--- src/hw/rtl/range_mode_count_top_macros.svh ---
// assertion macros used by range_mode_count_top
`ifndef RANGE_MODE_COUNT_TOP_MACROS_SVH
`define RANGE_MODE_COUNT_TOP_MACROS_SVH

// same-cycle implication, checked outside reset
`define RMC_ASSERT_NOW(label, ante, cons, msg) \
    label: assert property (@(posedge i_clk) disable iff (!i_rst_n) (ante) |-> (cons)) \
        else $error(msg);

// next-cycle implication, checked outside reset
`define RMC_ASSERT_NEXT(label, ante, cons, msg) \
    label: assert property (@(posedge i_clk) disable iff (!i_rst_n) (ante) |=> (cons)) \
        else $error(msg);

`endif

--- src/hw/rtl/rmc_pkg.sv ---
package rmc_pkg;

    // capacities
    localparam int MAX_POINTS   = 1024;
    localparam int MAX_DISTINCT = 256;

    // field widths
    localparam int DATA_W = 32;
    localparam int BEST_W = 11;
    localparam int STAT_W = 2;

    // derived widths
    localparam int PIDX_W = (MAX_POINTS > 1) ? $clog2(MAX_POINTS) : 1;
    localparam int ID_W   = (MAX_DISTINCT > 1) ? $clog2(MAX_DISTINCT) : 1;
    localparam int PCNT_W = $clog2(MAX_POINTS + 1);
    localparam int DCNT_W = $clog2(MAX_DISTINCT + 1);
    localparam int HCNT_W = PCNT_W;

    // point store word: {value id, coordinate}
    localparam int PT_W = DATA_W + ID_W;

    // largest reportable count
    localparam int COUNT_MAX = 2047;

    // opcodes
    localparam logic OP_LOAD  = 1'b0;
    localparam logic OP_QUERY = 1'b1;

    // status codes
    localparam logic [STAT_W-1:0] ST_OK       = 2'd0;
    localparam logic [STAT_W-1:0] ST_PTS_FULL = 2'd1;
    localparam logic [STAT_W-1:0] ST_VAL_FULL = 2'd2;

    // histogram command from the sequencer
    typedef struct packed {
        logic            inc_valid;
        logic [ID_W-1:0] inc_id;
        logic            zero_en;
        logic [ID_W-1:0] zero_id;
        logic            best_clr;
    } t_hist_cmd;

    // saturate a histogram count to the result width
    function automatic logic [BEST_W-1:0] sat_count(input logic [HCNT_W-1:0] c);
        logic [31:0] w;
        w = 32'(c);
        if (w > 32'(COUNT_MAX)) begin
            sat_count = BEST_W'(COUNT_MAX);
        end else begin
            sat_count = w[BEST_W-1:0];
        end
    endfunction

endpackage

--- src/hw/rtl/rmc_hist.sv ---
module rmc_hist (
    input  logic                      i_clk,
    input  logic                      i_rst_n,
    input  rmc_pkg::t_hist_cmd        i_cmd,
    output logic [rmc_pkg::HCNT_W-1:0] o_best,
    output logic                      o_busy
);

    logic [rmc_pkg::HCNT_W-1:0] mem [rmc_pkg::MAX_DISTINCT];
    logic [rmc_pkg::HCNT_W-1:0] r_rdata;
    logic                       r_s2_valid;
    logic [rmc_pkg::ID_W-1:0]   r_s2_id;
    logic                       r_wr_valid;
    logic [rmc_pkg::ID_W-1:0]   r_wr_id;
    logic [rmc_pkg::HCNT_W-1:0] r_wr_data;
    logic [rmc_pkg::HCNT_W-1:0] r_best;
    logic [rmc_pkg::HCNT_W-1:0] cur;
    logic [rmc_pkg::HCNT_W-1:0] inc;

    // read stage: fetch the count of the incoming id
    always_ff @(posedge i_clk) begin
        if (i_cmd.inc_valid) begin
            r_rdata <= mem[i_cmd.inc_id];
        end
    end

    // forward the write of the previous cycle on a back-to-back hit
    assign cur = (r_wr_valid && (r_wr_id == r_s2_id)) ? r_wr_data : r_rdata;
    assign inc = cur + rmc_pkg::HCNT_W'(1);

    // write back the increment, or zero an entry
    always_ff @(posedge i_clk) begin
        if (r_s2_valid) begin
            mem[r_s2_id] <= inc;
        end else if (i_cmd.zero_en) begin
            mem[i_cmd.zero_id] <= '0;
        end
    end

    // pipeline control
    always_ff @(posedge i_clk) begin
        if (!i_rst_n) begin
            r_s2_valid <= 1'b0;
            r_wr_valid <= 1'b0;
            r_best     <= '0;
        end else begin
            r_s2_valid <= i_cmd.inc_valid;
            r_wr_valid <= r_s2_valid;
            if (i_cmd.best_clr) begin
                r_best <= '0;
            end else if (r_s2_valid && (inc > r_best)) begin
                r_best <= inc;
            end
        end
    end

    // pipeline payload
    always_ff @(posedge i_clk) begin
        r_s2_id   <= i_cmd.inc_id;
        r_wr_id   <= r_s2_id;
        r_wr_data <= inc;
    end

    assign o_best = r_best;
    assign o_busy = r_s2_valid;

endmodule
--- config.mk ---
export PLATFORM = sky130hd
export DESIGN_NAME = rmc_hist
export DESIGN_NICKNAME = d
export VERILOG_FILES = /design/src/hw/rtl/range_mode_count_top_macros.svh /design/src/hw/rtl/rmc_pkg.sv /design/src/hw/rtl/rmc_hist.sv
export SDC_FILE = /design/constraint.sdc
export NUM_CORES = 2
export LEC_CHECK = 0
export BUFFER_PORTS_ARGS = -buffer_cell sky130_fd_sc_hd__buf_2
export CAP_MARGIN = 10
export CORE_AREA = 2 2 427 429
export CTS_CLUSTER_DIAMETER = 200
export DETAILED_ROUTE_END_ITERATION = 16
export DIE_AREA = 0 0 429 431
export MAX_ROUTING_LAYER = met4
export PLACE_DENSITY = 0.77
export SYNTH_ARGS = -nofsm -noshare
export SYNTH_HDL_FRONTEND = slang
export SYNTH_SLANG_ARGS = --single-unit
export TNS_END_PERCENT = 5
--- constraint.sdc ---
create_clock -name i_clk -period 12.35 [get_ports i_clk]
set_input_delay 0 -clock i_clk [delete_from_list [all_inputs] [get_ports i_clk]]
set_output_delay 0 -clock i_clk [all_outputs]
set_load 0.03 [all_outputs]
==> reports/summary.txt <==
PLACEMENT
--------------------------------------------------------------------------------------------------
Input/output buffers                                                                            32
Weighted congestion at the end of routability-driven global placement                       0.8638
DPL Wire Length                                                                          147000 um
Total placed cells including tap cells                                                        7198

PWR
--------------------------------------------------------------------------------------------------
Power after layout                                                                        20.49 mW
Leak                                                                                      37.55 nW
IR Drop Worst-Case VDD                                                                 0.0001409 V
Areal power density over the cells                                                    168.7 nW/um^2

GLOBAL ROUTE
--------------------------------------------------------------------------------------------------
Wire length of the first global-routing pass                                             392700 um
Pin count of the biggest net entering global routing                                           201
All-layer global routing usage                                                              0.3067
Vias in the first global route                                                               54240
Global-route congestion overflow total                                                           0
Initial antenna violation count                                                                 10

SETUP PATH
--------------------------------------------------------------------------------------------------
Start point of the critical path                                                      r_s2_id[7]$_DFF_P_
Data arrival time of the critical path                                                     6080 ps
Setup slack on the worst flop-to-flop path                                                 6780 ps
Critical path's slowest cell                                                                 buf_4
Startpoint of the worst-slack reg-to-reg timing path                                  r_s2_id[7]$_DFF_P_
Buffers plus inverters on the worst setup path                                                   3
Required arrival time at the worst endpoint                                               12870 ps
Ordered list of cells on the worst path                                               xnor2_1, nand2_1, nor3_2, buf_4, mux2_2, ha_1, nand3_1, nor2_1, xnor2_1, mux2i_1, and2_4, buf_4, buf_4
End point of the critical path                                                        mem[223][8]$_DFFE_PP_
Cell with the most instances on the worst path                                               buf_4
Cell type group with the largest total delay on the critical path                     buffers and inverters
Slowest cell delay on critical path                                                        1020 ps
RR Endpoint                                                                           mem[223][8]$_DFFE_PP_
Crit Path Class                                                                         reg -> reg
Type of element launching the critical path                                              flip-flop
Cell depth of the worst flop-to-flop path                                                       13
Maximum fanout along the worst path                                                            113
Kind of capture point of the worst setup path                                            flip-flop
Total number of cells along the worst setup path                                                13

YOSYS
--------------------------------------------------------------------------------------------------
Mean instance size in the synthesized netlist                                           22.00 um^2
Summed instance area of the synthesized netlist                                        109300 um^2
Count of flip-flops with a built-in enable after synthesis                                    2827
Post-synth ARST share                                                                            0
Distinct cell type count after synthesis                                                        38
Largest cells by area after synthesis                                                 edfxtp_1 78%, mux4_2 15%, a22oi_1 2.4%
Post-synthesis cell count                                                                     4967
Total nets after synthesis                                                                    5000
Most frequently used flop master after synthesis                                          edfxtp_1
Number of register bits inferred by synthesis                                                 2867
Fraction of the yosys area taken by sequential cells                                        0.7842
Library cell occupying the most area in the post-synthesis netlist                        edfxtp_1
Post-synth top area share                                                                   0.7769
YS warnings                                                                                      0

FLOORPLANNING
--------------------------------------------------------------------------------------------------
Total Die Area                                                                         184900 um^2
Die Width                                                                                   429 um
# rows                                                                                         156
Core Footprint                                                                         180200 um^2
Number of top-level pins                                                                        33
Die outline height                                                                          431 um
Effective utilization at floorplan                                                          0.6066

ROUTE
--------------------------------------------------------------------------------------------------
Post-route DRC                                                                                   0
Number of DRC violations after detailed-routing iteration 0                                   8422
Via Count                                                                                    54640
Post-Route WL                                                                            272600 um
Routed wire length per instance                                                           35.32 um
Vias/cell                                                                                    7.079
Count of TritonRoute iterations in the first routing pass                                        6
Post-DRT Antenna Nets                                                                            0

CLOCK NETWORK
--------------------------------------------------------------------------------------------------
Number of setup buffers added after CTS                                                          0
Clock Latency Late Sink                                                                     940 ps
CTS HTree Levels                                                                                 5
TritonCTS clock tree                                                                          done
Post-cts sizing count                                                                            0
Number of hold buffers added after CTS                                                          17
Total CTS buffers                                                                              286
Number of clock sinks seen by CTS                                                             2867
Maximum buffer depth of the clock tree                                                           4
Clock tree root driver cell                                                              clkbuf_16
Clock transition time at the flip-flop clock pins of the worst setup and hold paths          70 ps

FINISH
--------------------------------------------------------------------------------------------------
Fraction of layout instances using a drive strength above 1                                 0.2383
Finished Core Util                                                                          0.6740
Layout net count                                                                              5179
Number of non-filler instances in the completed layout                                        7719
Area added between synthesis and finish                                                     11.13%

TIMING
--------------------------------------------------------------------------------------------------
Worst slew margin                                                                          0.03078
Total count of hold-check failures in the final report                                           0
Period utilization                                                                          0.4507
Slew of the pin with the lowest slew margin                                                1441 ps
Minimum clock period after layout                                                          5567 ps
Final setup violating endpoints                                                                  0
Fin Setup TNS                                                                                 0 ps
Final setup skew                                                                          65.77 ps
Final Max Tran Viols                                                                             0
Hold Worst Slack                                                                          124.9 ps
Maximum achievable frequency                                                            0.1796 GHz
Unrepaired setup endpoints after global routing                                              false

JOB
--------------------------------------------------------------------------------------------------
Number of violations of the max-capacitance limit                                                0

MIN PATH
--------------------------------------------------------------------------------------------------
Worst min-delay path category                                                            in -> reg
Hold path start                                                                           i_cmd[9]

RUN STATUS
--------------------------------------------------------------------------------------------------
Result of the run                                                                     complete, no violations

routing by layer:
layer | GRT usage | up-vias | wire (um)
li1 | - | 21390 | -
met1 | 0.4076 | 28440 | 94360
met2 | 0.4652 | 4035 | 131000
met3 | 0.06237 | 777 | 31720
met4 | 0.1440 | 0 | 15590
met5 | - | - | 0
cells in the mapped netlist (2+ instances only):
| cell type | n |
|---|---|
| mux2_2 | 2 |
| inv_1 | 12 |
| nand4_1 | 4 |
| nand3b_1 | 8 |
| xnor2_1 | 18 |
| or3_1 | 3 |
| o31ai_1 | 5 |
| clkbuf_1 | 181 |
| o21ai_0 | 17 |
| dfxtp_1 | 40 |
| buf_4 | 12 |
| o22ai_1 | 22 |
| buf_2 | 59 |
| nand3_1 | 15 |
| a22oi_1 | 352 |
| or2_2 | 2 |
| nor2b_1 | 4 |
| o21a_1 | 2 |
| mux2i_1 | 16 |
| and3_1 | 4 |
| and2_1 | 13 |
| and4_1 | 2 |
| nor2_1 | 279 |
| buf_1 | 37 |
| nand2b_1 | 12 |
| or2_1 | 11 |
| mux4_2 | 704 |
| nand2_1 | 49 |
| ha_1 | 12 |
| a21oi_1 | 180 |
| nor4_1 | 44 |
| edfxtp_1 | 2827 |
| buf_6 | 8 |
| xor2_1 | 7 |
layout by cell type (no fill, tap or decap), drive strengths merged, types with 16 or more instances in the layout:
| cell | Yosys | final |
|---|---|---|
| bufinv | 0 | 23 |
| nor2 | 279 | 279 |
| a22oi | 352 | 352 |
| mux2i | 16 | 16 |
| dlygate4sd3 | 0 | 17 |
| o22ai | 22 | 22 |
| dfxtp | 40 | 40 |
| xnor2 | 18 | 18 |
| mux4 | 704 | 704 |
| inv | 12 | 16 |
| edfxtp | 2827 | 2827 |
| a21oi | 180 | 180 |
| buf | 116 | 169 |
| nand2 | 49 | 49 |
| nor4 | 44 | 44 |
| clkbuf | 181 | 351 |
| clkinv | 0 | 103 |
| o21ai | 17 | 17 |
worst reg2reg max path, delay by kind of cell, from the launching register on:
kind | cells | cell delay, ps
and+or+nand+nor | 5 | 1290
buffers and inverters | 3 | 2140
muxes | 2 | 720
xor gates and xnor gates | 2 | 270
adders and majority gates | 1 | 290
DFF | 1 | 440
logic make-up after synthesis:
family          count (synthesis)  synth area share
buf+inv                       309           0.01225
compound gates                581           0.03515
flops                        2867            0.7842
mux                           722            0.1468
simple gates                  451           0.01826
xor+xnor                       25          0.002004
fa+ha+maj                      12          0.001374
sequential cells by signal, summed over array words and instances, names as in the netlist:
name / cells
mem: 2816
o_best: 11
o_busy: 1
r_rdata: 11
r_s2_id: 8
r_wr_data: 11
r_wr_id: 8
r_wr_valid: 1
final cells by class:
cell class | instances | area [um^2]
Antenna cell | 6 | 15.01
Clock buffer | 349 | 7606
Clock inverter | 136 | 1230
Fill cell | 10540 | 58720
Inverter | 12 | 45.04
Multi-Input combinational cell | 1791 | 22340
Sequential cell | 2867 | 85690
Tap cell | 2370 | 2965
Timing Repair Buffer | 188 | 1536
power breakdown:
part / switching [mW] / internal (mW)
Combinational: 0.829 / 0.329
Sequential: 0.0307 / 10.9
Clock: 3.54 / 4.84
Total: 4.40 / 16.1
metrics by stage:
| step | cell area [um^2] | setup slack [ps] |
|---|---|---|
| 6_report | 121400 | 6783 |
| 5_1_grt | 121400 | 6468 |
| 4_1_cts | 121300 | 6919 |
| 3_5_place_dp | 112300 | 6889 |
| 3_3_place_gp | 112200 | 6731 |
| 2_1_floorplan | 109300 | 3536 |
worst min path at each step:
stage / endpoint / slack, ps / depth (start not counted)
floorplan: r_s2_id[0]$_DFF_P_ / 30 / 0
global placement: o_busy$_SDFF_PN0_ / 250 / 2
detailed placement: o_busy$_SDFF_PN0_ / 240 / 2
CTS: mem[61][6]$_DFFE_PP_ / 80 / 4
global route: mem[62][6]$_DFFE_PP_ / 170 / 4
finish: mem[61][6]$_DFFE_PP_ / 120 / 4
(Power assumes the default switching activity.)
